==> config.mk <==
export PLATFORM = sky130hd
export DESIGN_NAME = shn_queue
export DESIGN_NICKNAME = d
export VERILOG_FILES = /design/src/hdl/shn_pkg.sv /design/src/hdl/shn_queue.sv
export SDC_FILE = /design/constraint.sdc
export NUM_CORES = 1
export LEC_CHECK = 0
export ABC_AREA = 0
export BUFFER_PORTS_ARGS = -buffer_cell sky130_fd_sc_hd__buf_2
export CORE_ASPECT_RATIO = 0.75
export CORE_MARGIN = 3
export CORE_UTILIZATION = 50
export CTS_CLUSTER_DIAMETER = 60
export CTS_CLUSTER_SIZE = 14
export DETAILED_ROUTE_END_ITERATION = 8
export GPL_TIMING_DRIVEN = 0
export HOLD_SLACK_MARGIN = 0.08
export MAX_ROUTING_LAYER = met4
export PLACE_DENSITY = 0.79
export SLEW_MARGIN = 20
export SYNTH_ARGS = -nofsm -noshare
export SYNTH_HDL_FRONTEND = slang
export SYNTH_SLANG_ARGS = --single-unit
export TNS_END_PERCENT = 10
==> constraint.sdc <==
create_clock -name clk -period 4.2 [get_ports clk]
set_input_delay 0.42 -clock clk [delete_from_list [all_inputs] [get_ports clk]]
set_output_delay 0.42 -clock clk [all_outputs]
set_load 0.02 [all_outputs]
==> src/hdl/shn_pkg.sv <==
// shared types, codes and constants of the spatial hash neighbour finder
`default_nettype none

package shn_pkg;

    // default sizes
    localparam int GRID_SIDE_DEF = 256;
    localparam int MAX_CELLS_DEF = 4096;

    // field widths
    localparam int IDX_W = 12;
    localparam int XY_W  = 8;
    localparam int LVL_W = 4;
    localparam int ML_W  = 4;
    localparam int MS_W  = 9;
    localparam int NB_W  = 13;
    localparam int KIND_W = 2;

    // configuration port
    localparam int CFG_IDX_W  = 1;
    localparam int CFG_DATA_W = MS_W;
    localparam logic [CFG_IDX_W-1:0] REG_MAX_LEVEL   = 1'b0;
    localparam logic [CFG_IDX_W-1:0] REG_COARSE_SIDE = 1'b1;

    // request codes on the input stream
    localparam logic [1:0] REQ_CLEAR  = 2'd0;
    localparam logic [1:0] REQ_INSERT = 2'd1;
    localparam logic [1:0] REQ_QUERY  = 2'd2;

    // command queue
    localparam int Q_DEPTH = 4;

    // coordinate slots of a queued command
    localparam int NSLOT   = 6;
    localparam int SLOT_X0 = 0;
    localparam int SLOT_X1 = 1;
    localparam int SLOT_Y0 = 2;
    localparam int SLOT_Y1 = 3;
    localparam int SLOT_XL = 0;
    localparam int SLOT_XM = 1;
    localparam int SLOT_XR = 2;
    localparam int SLOT_YB = 3;
    localparam int SLOT_YM = 4;
    localparam int SLOT_YT = 5;

    typedef enum logic [KIND_W-1:0] {
        CMD_CLEAR = 2'd0,
        CMD_PAINT = 2'd1,
        CMD_QUERY = 2'd2
    } cmd_kind_t;

    typedef struct packed {
        logic full;
        logic empty;
    } queue_status_t;

    typedef struct packed {
        logic init_busy;
        logic idle;
    } back_status_t;

endpackage

`default_nettype wire

==> src/hdl/shn_queue.sv <==
// short command queue between front and back end
`default_nettype none

module shn_queue
    import shn_pkg::*;
#(
    parameter int W = 8
)
(
    input  wire logic          clk,
    input  wire logic          rst_n,
    input  wire logic          push,
    input  wire logic [W-1:0]  din,
    input  wire logic          pop,
    output logic [W-1:0]       dout,
    output queue_status_t      stat
);

    localparam int QAW = $clog2(Q_DEPTH);

    logic [W-1:0]   slot_reg [Q_DEPTH];
    logic [QAW-1:0] wp_reg;
    logic [QAW-1:0] wp_next;
    logic [QAW-1:0] rp_reg;
    logic [QAW-1:0] rp_next;
    logic [QAW:0]   count_reg;
    logic [QAW:0]   count_next;

    always_comb
    begin
        wp_next    = push ? wp_reg + 1'b1 : wp_reg;
        rp_next    = pop ? rp_reg + 1'b1 : rp_reg;
        count_next = count_reg + (QAW+1)'(push) - (QAW+1)'(pop);
    end

    always_ff @(posedge clk or negedge rst_n)
    begin
        if (!rst_n)
        begin
            wp_reg    <= '0;
            rp_reg    <= '0;
            count_reg <= '0;
        end
        else
        begin
            wp_reg    <= wp_next;
            rp_reg    <= rp_next;
            count_reg <= count_next;
        end
    end

    always_ff @(posedge clk)
    begin
        if (push)
        begin
            slot_reg[wp_reg] <= din;
        end
    end

    assign dout       = slot_reg[rp_reg];
    assign stat.full  = (count_reg == (QAW+1)'(Q_DEPTH));
    assign stat.empty = (count_reg == '0);

endmodule

`default_nettype wire

==> results.txt, run 1 <==
The number of I/O pins came out at 22. For this block, the initial DRC count from the detailed router was 68. The basic-gate share of the synthesized area counting and, or, nand and nor cells came out at 2.84%. Entering global routing, the biggest net connects 13 pins. Global routing used 16.5% of the available tracks across all layers.

The H-tree was split into 2 levels. By area the synthesized netlist is led by sky130_fd_sc_hd__edfxtp_1 (62%), sky130_fd_sc_hd__mux4_2 (12%), sky130_fd_sc_hd__dfrtp_1 (11%). In this run, synthesis produced a sequential element count of 39. TritonCTS created 5 clock buffers. The cell sitting at the root of the clock tree is a sky130_fd_sc_hd__clkbuf_8.

Clock skew on the completed layout was measured at 0.00577 ns. The max-slew violation count is 0. The clock net in this run drives a total of 39 sinks. The number of maximum-capacitance violations is 0. Adding up every negative setup slack in the final design gives 0 ns. The transition time at the pin with the least slew margin came out at 0.429 ns. No sink is reached through more buffers than the 2 on the longest clock path. The leakage power summed over all cells came out at 0.691 nW. The routability congestion estimate came out at 0.678. By area, the combinational part of the netlist is dominated by multiplexers.

Detailed placement ended at an HPWL of 1.74 mm. The post-route netlist has 35.8% of its cells at a drive strength greater than 1. The remaining antenna violation count came out at 0. The width of the die is 70.1 µm. For the worst-skew pair, the clock arrives at the later sink with an insertion delay of 0.29 ns. The count of cells resized by post-cts repair came out at 0. The portion of the post-synthesis area used by sequential elements is 73.6%. The register with the most flip-flops in the layout has 32 of them. The residual DRC count came out at 0.

In this run, synthesis inferred 32 flip-flops with an integrated enable. The row count came out at 16. VDD sags by at most 314 µV.

The total routed wirelength came out at 2.44 mm. The worst register-to-register path begins at count_reg[0]. The launch point of the worst hold path is pop.

A synthesized cell averages 20.3 µm². The count of distinct cell types in the synthesized netlist came out at 15. The first detailed-routing pass took 4 iterations.

The final layout net count came out at 124. The final-report hold violation count was 0. The initial antenna violation count came to 0. The data arrival time of the critical path came out at 1.52 ns. Power spread over the standard cell area amounts to 686 nW/µm².

The antenna cell count is 0. The number of cells produced by synthesis is 76. For this run, the leading register cell type out of synthesis is sky130_fd_sc_hd__edfxtp_1. The placeable core region came out at 2760 µm². Data on the critical path is required at its endpoint by 3.78 ns.

After detailed routing, the number of vias per cell comes to 5.28. In this run the biggest area consumer among cell types represents 62.3% of the synthesized area. The compound-cell area share of the yosys netlist came out at 0.324%. Once layout is done, the placed cells without fillers occupy 1790 µm².

The count of buffers added on input and output ports is 21. The total grt overflow is 0. The overall via count from detail_route came out at 750. The kind of start point of the critical path is a register. In this run the vertical extent of the chip is 54.1 µm. The adder-cell area share of the yosys netlist came out at 6.16%. Cells fill 64.7% of the core in the end. The fraction of synthesis flops using an asynchronous set or reset pin is 17.9%. The biggest fanout along the worst timing path came out at 10. TritonCTS built the clock tree. The run finished with clean final reports.

The area growth from synthesis to layout is 15.9%. sky130_fd_sc_hd__edfxtp_1 is the most common cell in the netlist. The number of failing setup endpoints in the final timing report is 0. The critical path in this run is classified as register to output pin. The initial cell density of the core came out at 55.8%.

Headroom to the max-slew limit came out at 71.4%. The full die area is 3790 µm². Buffers added to address setup during post-CTS repair amount to 0. The count of yosys warnings during synthesis is 0. The smallest clock period supported by the final layout is computed as 1.94 ns.

Synthesis produced a netlist with a net count of 95. The cell type with the highest aggregate area in the netlist is sky130_fd_sc_hd__edfxtp_1. The number of global-route vias before repair is 765. The routed length per instance came out at 17.2 µm.

The startpoint of the worst setup timing path is rp_reg[0]. The first global-routing pass estimated 4.04 mm of wire. The portion of synthesized area spent on multiplexers is 11.7%. The clock-pin transition on the worst setup and hold timing paths came out at 0.07 ns. The fmax is 0.514 GHz.

The worst hold path belongs to the class input pin to register. Summing every instance area after synthesis gives 1540 µm². The critical path endpoint category is an output pin.

After detailed placement, the total cell area comes to 1690 µm². Counting the fill cells in the layout gives 206. Setup repair after global routing left no endpoint under its margin. After layout, the worst path uses 46.3% of the clock period. The XOR/XNOR share of the synthesized area is 2.84%.

Counting instances in the post-synthesis netlist gives the leading cell types as sky130_fd_sc_hd__edfxtp_1 (32), sky130_fd_sc_hd__mux4_2 (8), sky130_fd_sc_hd__dfrtp_1 (7).
[worst max-delay path, stage by stage (launching register included)]
cell and delay (ns):
sky130_fd_sc_hd__dfrtp_1 0.35, sky130_fd_sc_hd__buf_6 0.18, sky130_fd_sc_hd__mux4_2 0.52, sky130_fd_sc_hd__buf_2 0.17
[power breakdown]
group,total [mW],switching (mW),internal [mW]
Combinational,0.431,0.244,0.188
Clock,0.238,0.122,0.116
Sequential,0.558,0.0375,0.520
Total,1.23,0.403,0.824
[metrics by stage]
step / power, mW / setup slack, ns / cells / hold slack (ns)
after floorplan: 0.878 / 2.71 / 76 / 0.124
final: 1.23 / 2.26 / 142 / 0.346
after CTS: 1.25 / 2.23 / 142 / 0.339
after detailed placement: 1.01 / 2.51 / 133 / 0.264
after global routing: 1.30 / 2.19 / 142 / 0.333
after global placement: 0.984 / 2.54 / 133 / 0.258
[layout make-up]
class / instances / area [µm²] / area share (%)
Clock buffer: 6 / 72.6 / 4.06
Tap cell: 36 / 45.0 / 2.52
Sequential cell: 39 / 1140 / 63.5
Multi-Input combinational cell: 29 / 368 / 20.6
Timing Repair Buffer: 22 / 115 / 6.44
Buffer: 2 / 16.3 / 0.910
Inverter: 6 / 22.5 / 1.26
Clock inverter: 2 / 12.5 / 0.700
[cell usage in the layout (no fill, tap or decap)]
cell type	Yosys	layout
sky130_fd_sc_hd__edfxtp_1	32	32
sky130_fd_sc_hd__buf_6	1	1
sky130_fd_sc_hd__dlygate4sd3_1	0	1
sky130_fd_sc_hd__and3_1	1	1
sky130_fd_sc_hd__xnor2_1	2	2
sky130_fd_sc_hd__mux4_2	8	8
sky130_fd_sc_hd__fa_1	1	1
sky130_fd_sc_hd__clkinvlp_4	0	1
sky130_fd_sc_hd__inv_1	6	6
sky130_fd_sc_hd__buf_2	1	22
sky130_fd_sc_hd__xor2_1	3	3
sky130_fd_sc_hd__and2_1	4	4
sky130_fd_sc_hd__clkbuf_8	0	5
sky130_fd_sc_hd__clkinv_2	0	1
sky130_fd_sc_hd__nor3_1	1	1
sky130_fd_sc_hd__dfrtp_1	7	7
sky130_fd_sc_hd__ha_1	6	6
sky130_fd_sc_hd__nand2_1	2	2
sky130_fd_sc_hd__o21ai_0	1	1
sky130_fd_sc_hd__clkbuf_1	0	1
[per-layer routing]
metal	wire length [µm]	part of all wire (%)	up-vias	track usage, %
met5	0	0	-	-
met4	47	1.9	0	7.64
met3	163	6.7	5	7.65
met2	1180	48	22	24.9
met1	1050	43	380	19.1
li1	-	-	343	-
[kinds of logic after synthesis]
group,after synthesis
AO/OA/AOI/OAI,1
XOR/XNOR,5
adder cells (fa/ha/maj),7
buffers and inverters,8
flip-flops,39
multiplexers,8
AND/OR/NAND/NOR,8
[final timing paths]
kind	slack, ns	cells past startpoint	endpoint
setup / recovery	2.26	3	dout[7]
hold / removal	0.35	2	rp_reg[0]
setup reg to reg	2.68	6	count_reg[2]
hold reg to reg	0.53	1	wp_reg[0]
max in group asynchronous	3.55	2	wp_reg[1]
min in group asynchronous	0.49	2	rp_reg[0]
[timing repair]
| item | 4_1_cts | 5_1_grt |
|---|---|---|
| endpoints found under the hold margin | 7 | 0 |
| hold buffers | 1 | 0 |
| setup endpoints to repair | 0 | 0 |
Power figures use the tool's default switching activity.
==> run 2, diff against run 1 <==
Settings changed: ABC_AREA 0 to 1, PLACE_DENSITY 0.79 to 0.78.
Clock period 4.2 ns to 1.8 ns, I/O delays scaled along.
==> results.txt, run 2 <==
The endpoint of the most critical register-to-register path is count_reg[2]. The placement-stage cell area came out at 1950 µm². The hold-critical path depth is 2. Among all flip-flop cells after synthesis, the most frequent one is sky130_fd_sc_hd__edfxtp_1. The number of buffers created by CTS came out at 5. The transition time at the pin with the least slew margin came out at 0.388 ns. TritonCTS built the clock tree. The count of yosys warnings during synthesis came out at 0.

The max-slew violation count is 0. The kind of critical path is register to output pin. The total power divided by cell area came out at 1690 nW/µm².

In the final routed layout, each cell accounts on average for 12.4 µm. The number of global-route vias before repair is 1069. The width of the die came out at 75.2 µm. After technology mapping, the gate count stands at 171.

The initial antenna violation count was 0. After detailed routing, the number of vias per cell comes to 4.62. CTS built an H-tree with a depth of 2.

The synthesized net count is 190. The floorplan step defined a die boundary enclosing 4360 µm². In this run the most critical hold path is launched from pop. Summed over all nets, the half-perimeter wirelength after detailed placement is 2.07 mm.

Summed over all failing endpoints, the final setup total negative slack is 0 ns. The number of I/O pins is 22. In this run the top signal layer used is met4. Summed over all nets, wire length on met3 after detailed routing comes to 183 µm. After detailed routing, the met2 layer carries 1.30 mm of wire. The violation count after the first detailed-route iteration is 62. The total power consumption of the routed design is 3.53 mW. The pre-antenna-repair detailed-routing pass consisted of 4 iterations. The worst setup path is launched from a register. The clock latency of the later-clocked register in the worst-skew pair came out at 0.29 ns. The final hold slack came out at 0.0890 ns. In this design, the critical path's most frequently occurring cell is sky130_fd_sc_hd__buf_2. The worst register-to-register path has a setup slack of 0.25 ns.

Among all cell types in the netlist, the one instantiated most often is sky130_fd_sc_hd__inv_1. The flow ran to the end, and the final reports show no timing, DRC or antenna violations. The ratio of final minimum period to clock period came out at 86.3%. The remaining antenna violation count is 0. In the layout the commonest cells are sky130_fd_sc_hd__inv_1 (44), sky130_fd_sc_hd__nand2_1 (43), sky130_fd_sc_hd__edfxtp_1 (32). The kind of cell adding the most delay to the critical path is buffers and inverters. The fraction of layout instances using a drive strength above 1 is 21.4%. The area growth from synthesis to layout is 16.6%.

The portion of the post-synthesis area used by sequential elements is 63.2%. Counting flops with a built-in enable in the synthesized netlist gives 32. The clock-pin transition on the worst setup and hold timing paths came out at 0.07 ns. The worst setup path is captured at an output pin.

The path class of the lowest-slack min-delay path is input pin to register. The netlist uses 18 different library cells. The first global-routing pass estimated 4.91 mm of wire. The finished layout cell area is 2100 µm².

The startpoint identified for the worst register-to-register timing path is count_reg[0]. The data arrival time of the critical path is 1.37 ns. Sorting the synthesized cells by area gives the leading types as sky130_fd_sc_hd__edfxtp_1 (53%), sky130_fd_sc_hd__dfrtp_1 (9.7%), sky130_fd_sc_hd__inv_1 (9.2%). The biggest fanout along the worst timing path is 9. Row generation in the floorplan step produced 18 rows.

The number of sinks driven by the clock tree came out at 39. In this run the mean area of a mapped cell was 10.5 µm². The worst hold path terminates at rp_reg[0]. The minimum clock period after layout is 1.55 ns. Clock tree synthesis selected as its root buffer the cell sky130_fd_sc_hd__clkbuf_8. The number of buffers inserted by port buffering is 21. The commonest cells after synthesis are sky130_fd_sc_hd__inv_1 (44), sky130_fd_sc_hd__nand2_1 (43), sky130_fd_sc_hd__edfxtp_1 (32). The number of buffers and inverters on the critical path is 3. In this design, the stage delay of the slowest critical-path cell is 0.36 ns.

Once the floorplan was initialized, standard cells occupied 53.2% of the core. The largest voltage drop on the vdd net came out at 894 µV. After detailed routing, the number of remaining DRC violations is 0.

The cell type with the highest aggregate area in the netlist is sky130_fd_sc_hd__edfxtp_1. The worst slack at placement is 0.254 ns. The antenna cell count came out at 0. The maximum clock insertion buffer count came out at 2.

The top-area cell type share of the netlist area is 53.4%. The most common library cell in the layout ignoring fill and taps is sky130_fd_sc_hd__inv_1. The routability congestion estimate is 0.810.

After detailed routing, the wire length on met1 is 1.42 mm. The number of storage elements in the synthesis netlist came out at 39. The total number of cells along the worst setup path came out at 5. The register with the most flip-flops in the layout has 32 of them.

The final-report hold violation count came out at 0. The utilization after layout came out at 62.0%. The number of maximum-capacitance violations came out at 0.

The largest clock skew in the final design came out at 0.00535 ns. The worst path required time came out at 1.62 ns. The count of cells resized by post-cts repair came out at 0.

The fraction of synthesis flops using an asynchronous set or reset pin is 17.9%. Setup repair after global routing left no endpoint under its margin. For this block, the via count after detailed routing is 1114. Excluding fillers, the count of instances in the completed layout stands at 241. Global routing used 16.8% of the available tracks across all layers.

The slack of the critical path came out at 0.247 ns. The die height came out at 57.9 µm. The placeable core region came out at 3380 µm².

After global routing the overflow that remains totals 0. The leakage power summed over all cells is 1.05 nW. Walking the worst path, the cells encountered are buf_2, inv_2, nand3_1, nand2_1, buf_2. The post-synthesis cell area is 1800 µm². The final layout net count came out at 219. The fmax is 0.644 GHz.

The total routed wirelength is 2.98 mm. The count of cells along the worst register-to-register path is 8. The pin count of the biggest net entering global routing came out at 13. The worst slew margin relative to its limit is 74.1%.

The number of failing setup endpoints in the final timing report is 0. The slowest stage of the critical path is the sky130_fd_sc_hd__dfrtp_1 cell. The post-placement cell count is 232.
run 2: repair_timing:
item                      CTS  global route
setup buffers               0             0
hold endpoints to repair    7             0
hold buffers                1             0
run 2: worst register-to-register path: stages (launching register included):
cell and delay (ns):
sky130_fd_sc_hd__dfrtp_1 0.37, sky130_fd_sc_hd__inv_1 0.05, sky130_fd_sc_hd__ha_1 0.26, sky130_fd_sc_hd__inv_1 0.04
sky130_fd_sc_hd__ha_1 0.18, sky130_fd_sc_hd__fa_1 0.38, sky130_fd_sc_hd__inv_1 0.07, sky130_fd_sc_hd__nand3_1 0.07
sky130_fd_sc_hd__nand2_1 0.08
run 2: power breakdown:
group / leakage, nW / internal, mW / switching [mW]
clock network: 0.0654 / 0.554 / 0.296
logic: 0.610 / 0.486 / 0.900
registers: 0.376 / 1.21 / 0.0855
run 2: logic make-up (layout without fill, tap and decap cells):
family | after synthesis | after routing | synth area share (%)
AOI/OAI and AO/OA | 1 | 1 | 0.278
and+or+nand+nor | 70 | 70 | 17.0
xor gates and xnor gates | 3 | 3 | 1.46
buffers and inverters | 51 | 81 | 12.8
adders and majority gates | 7 | 7 | 5.29
DFF | 39 | 39 | 63.2
run 2: final cells by class:
| type | count | area (µm²) |
|---|---|---|
| tap | 40 | 50.0 |
| clock inverter | 2 | 60.1 |
| multi-input combinational | 81 | 432 |
| timing repair buffer | 22 | 115 |
| clock buffer | 6 | 72.6 |
| sequential | 39 | 1140 |
| inverter | 46 | 178 |
| buffer | 5 | 52.6 |
| fill | 275 | 1280 |
run 2: metal layers:
metal	vias to the layer above	GRT usage (%)
met5	-	-
met4	0	9.48
met3	9	5.72
met2	25	24.8
met1	502	20.0
li1	578	-
run 2: worst max-delay path by stage:
stage	from	slack (ns)	endpoint
6_report	rp_reg[1]	0.25	dout[7]
5_1_grt	count_reg[0]	0.12	count_reg[2]
4_1_cts	rp_reg[1]	0.23	dout[7]
3_5_place_dp	count_reg[0]	0.25	count_reg[2]
3_3_place_gp	count_reg[0]	0.30	count_reg[2]
2_1_floorplan	count_reg[0]	0.35	count_reg[2]
==> run 3, diff against run 2 <==
Settings changed: BUFFER_PORTS_ARGS -buffer_cell sky130_fd_sc_hd__buf_2 to -buffer_cell sky130_fd_sc_hd__buf_4, GPL_TIMING_DRIVEN 0 to default, SETUP_SLACK_MARGIN from default to 0.5.
==> results.txt, run 3 (synthesis gave the netlist of run 2 again) <==
The flow ran to the end, and the final reports show no timing, DRC or antenna violations. The width of the die is 75.2 µm. STA classifies the critical path endpoint as an output pin. The largest clock skew in the final design is 0.00406 ns.

The minimum clock period after layout came out at 1.55 ns. Clock-pin slew was measured on the worst setup and hold paths at 0.07 ns. After the last flow step, the layout net total stands at 226. The clock latency of the later-clocked register in the worst-skew pair is 0.29 ns. The final-layout setup total negative slack is 0 ns. The overall via count from detail_route came out at 1198. Across the VDD grid, the largest voltage drop is 1010 µV. The row count is 18.

The library cell used most frequently in the layout, excluding fill and tap cells, is sky130_fd_sc_hd__inv_1. CTS saw 39 sinks. The antenna cell count is 0.

By startpoint and endpoint, the worst setup path is classified as register to output pin. The area growth from synthesis to layout is 31.6%. The placeable core region is 3380 µm². The max-slew violation count is 0. The number of flip-flops in the largest register is 32.

Wires add up to 3.47 mm. After detailed routing, the number of vias per cell comes to 4.83. The fraction of layout instances using a drive strength above 1 is 35.1%.

Once detailed placement completed, the half-perimeter wirelength came to 2.11 mm. The ratio of final minimum period to clock period is 85.9%. The slack of the critical path is 0.253 ns. For this run the aggregate overflow at the end of global routing stands at 0. The number of maximum-capacitance violations came out at 0. The remaining antenna violation count is 0. At the pin with the least slew margin, the transition time is 0.381 ns. The maximum clock insertion buffer count came out at 2.

The number of H-tree levels came out at 2. Data on the critical path is required at its endpoint by 1.62 ns. The tightest min-delay check is of the input pin to register type. The routed length per instance came out at 14.0 µm.

The initial antenna violation count was 0. The number of global-route vias before repair came out at 1104. OpenSTA, run right after detailed placement, puts the worst setup slack at 0.331 ns.

The number of buffers inserted by port buffering is 21. In the layout the commonest cells are sky130_fd_sc_hd__inv_1 (44), sky130_fd_sc_hd__edfxtp_1 (32), sky130_fd_sc_hd__nand2_1 (28). The pre-antenna-repair detailed-routing pass consisted of 4 iterations.

The worst slew margin relative to its limit is 74.6%. The total power divided by cell area came out at 1720 nW/µm². Setup violations remaining at the end of the flow were counted as 0. In this run the clock root is driven by a sky130_fd_sc_hd__clkbuf_8. The leakage power summed over all cells is 1.14 nW.

The final-report hold violation count came out at 0. The die covers 4360 µm². Global routing used 16.6% of the available tracks. The pin count of the biggest net entering global routing came out at 17.

The data arrival time of the critical path is 1.37 ns. Timing would allow up to 0.647 GHz. The biggest fanout along the worst timing path came out at 6. The global-route wire length before repair came out at 4.95 mm.

STA classifies the critical path startpoint as a register. The die height is 57.9 µm. The violation count after the first detailed-route iteration is 60. Setup repair after global routing could not meet its margin everywhere. The residual DRC count came out at 0. The final hold slack came out at 0.0911 ns. The routability congestion estimate is 0.765. TritonCTS created 5 clock buffers.

The number of I/O pins came out at 22. The initial cell density of the core is 53.2%. TritonCTS built the clock tree.
## run 3: cell count changes in the layout (fill, tap and decap cells not counted), moves of 5 or more
cell	previous run	this run
sky130_fd_sc_hd__nand3_1	17	8
sky130_fd_sc_hd__buf_2	22	0
sky130_fd_sc_hd__nand2_2	8	21
sky130_fd_sc_hd__buf_4	0	15
sky130_fd_sc_hd__nand2_1	43	28
sky130_fd_sc_hd__buf_6	2	9
sky130_fd_sc_hd__dlygate4sd3_1	1	6
sky130_fd_sc_hd__nand3_2	0	9
## run 3: power breakdown
group	internal, mW	switching, mW
sequential	1.22	0.148
clock	0.554	0.293
combinational	0.805	1.06
total	2.58	1.50
## run 3: stage by stage
step                      instances  instance area [µm²]  utilization, %  power (mW)
after floorplan                 171                 1800               -        2.32
after global placement          228                 1970            58.2        2.64
after detailed placement        228                 1970            58.2        2.74
after CTS                       242                 2170            64.1        3.65
after global routing            248                 2370            70.0        4.33
final                           248                 2370            70.0        4.07
## run 3: repair_timing
| action | CTS | global route |
|---|---|---|
| setup buffers | 2 | 2 |
| gates resized for setup | 5 | 40 |
| endpoints found under the setup margin | 35 | 43 |
| pin swaps | 0 | 16 |
| gates cloned | 0 | 2 |
| hold buffers | 4 | 2 |
| hold endpoints to repair | 16 | 8 |
## run 3: layout make-up
type / count / area, µm²
well taps: 40 / 50.0
clock buffers: 6 / 72.6
multi-input cells: 81 / 529
repair inverters: 1 / 8.76
fillers: 249 / 1010
repair buffers: 33 / 324
clock inverters: 2 / 60.1
flip-flops and latches: 39 / 1140
inverters: 46 / 183
## run 3: critical path: stages, from the launching register on
cell                      delay [ns]
sky130_fd_sc_hd__dfrtp_2        0.42
sky130_fd_sc_hd__buf_12         0.15
sky130_fd_sc_hd__buf_8          0.14
sky130_fd_sc_hd__nand2_2        0.06
sky130_fd_sc_hd__nand3_1        0.09
sky130_fd_sc_hd__nand2_2        0.09
sky130_fd_sc_hd__buf_6          0.11
## run 3: worst paths after layout
path	start	end	slack, ns	cells after the start
max	rp_reg[0]	dout[3]	0.25	6
min	din[2]	slot_reg[0][2]	0.09	1
max reg2reg	count_reg[0]	count_reg[2]	0.33	8
min reg2reg	wp_reg[0]	wp_reg[0]	0.54	1
max in group asynchronous	rst_n	rp_reg[1]	1.43	2
min in group asynchronous	rst_n	rp_reg[0]	0.24	2
## run 3: routing by layer
metal  wire (µm)  global-route usage, %  vias to the layer above
met2        1860                   27.7                       29
met5           0                      -                        -
li1            -                      -                      593
met4          38                   6.73                        0
met3         189                   4.16                        6
met1        1380                   19.2                      570
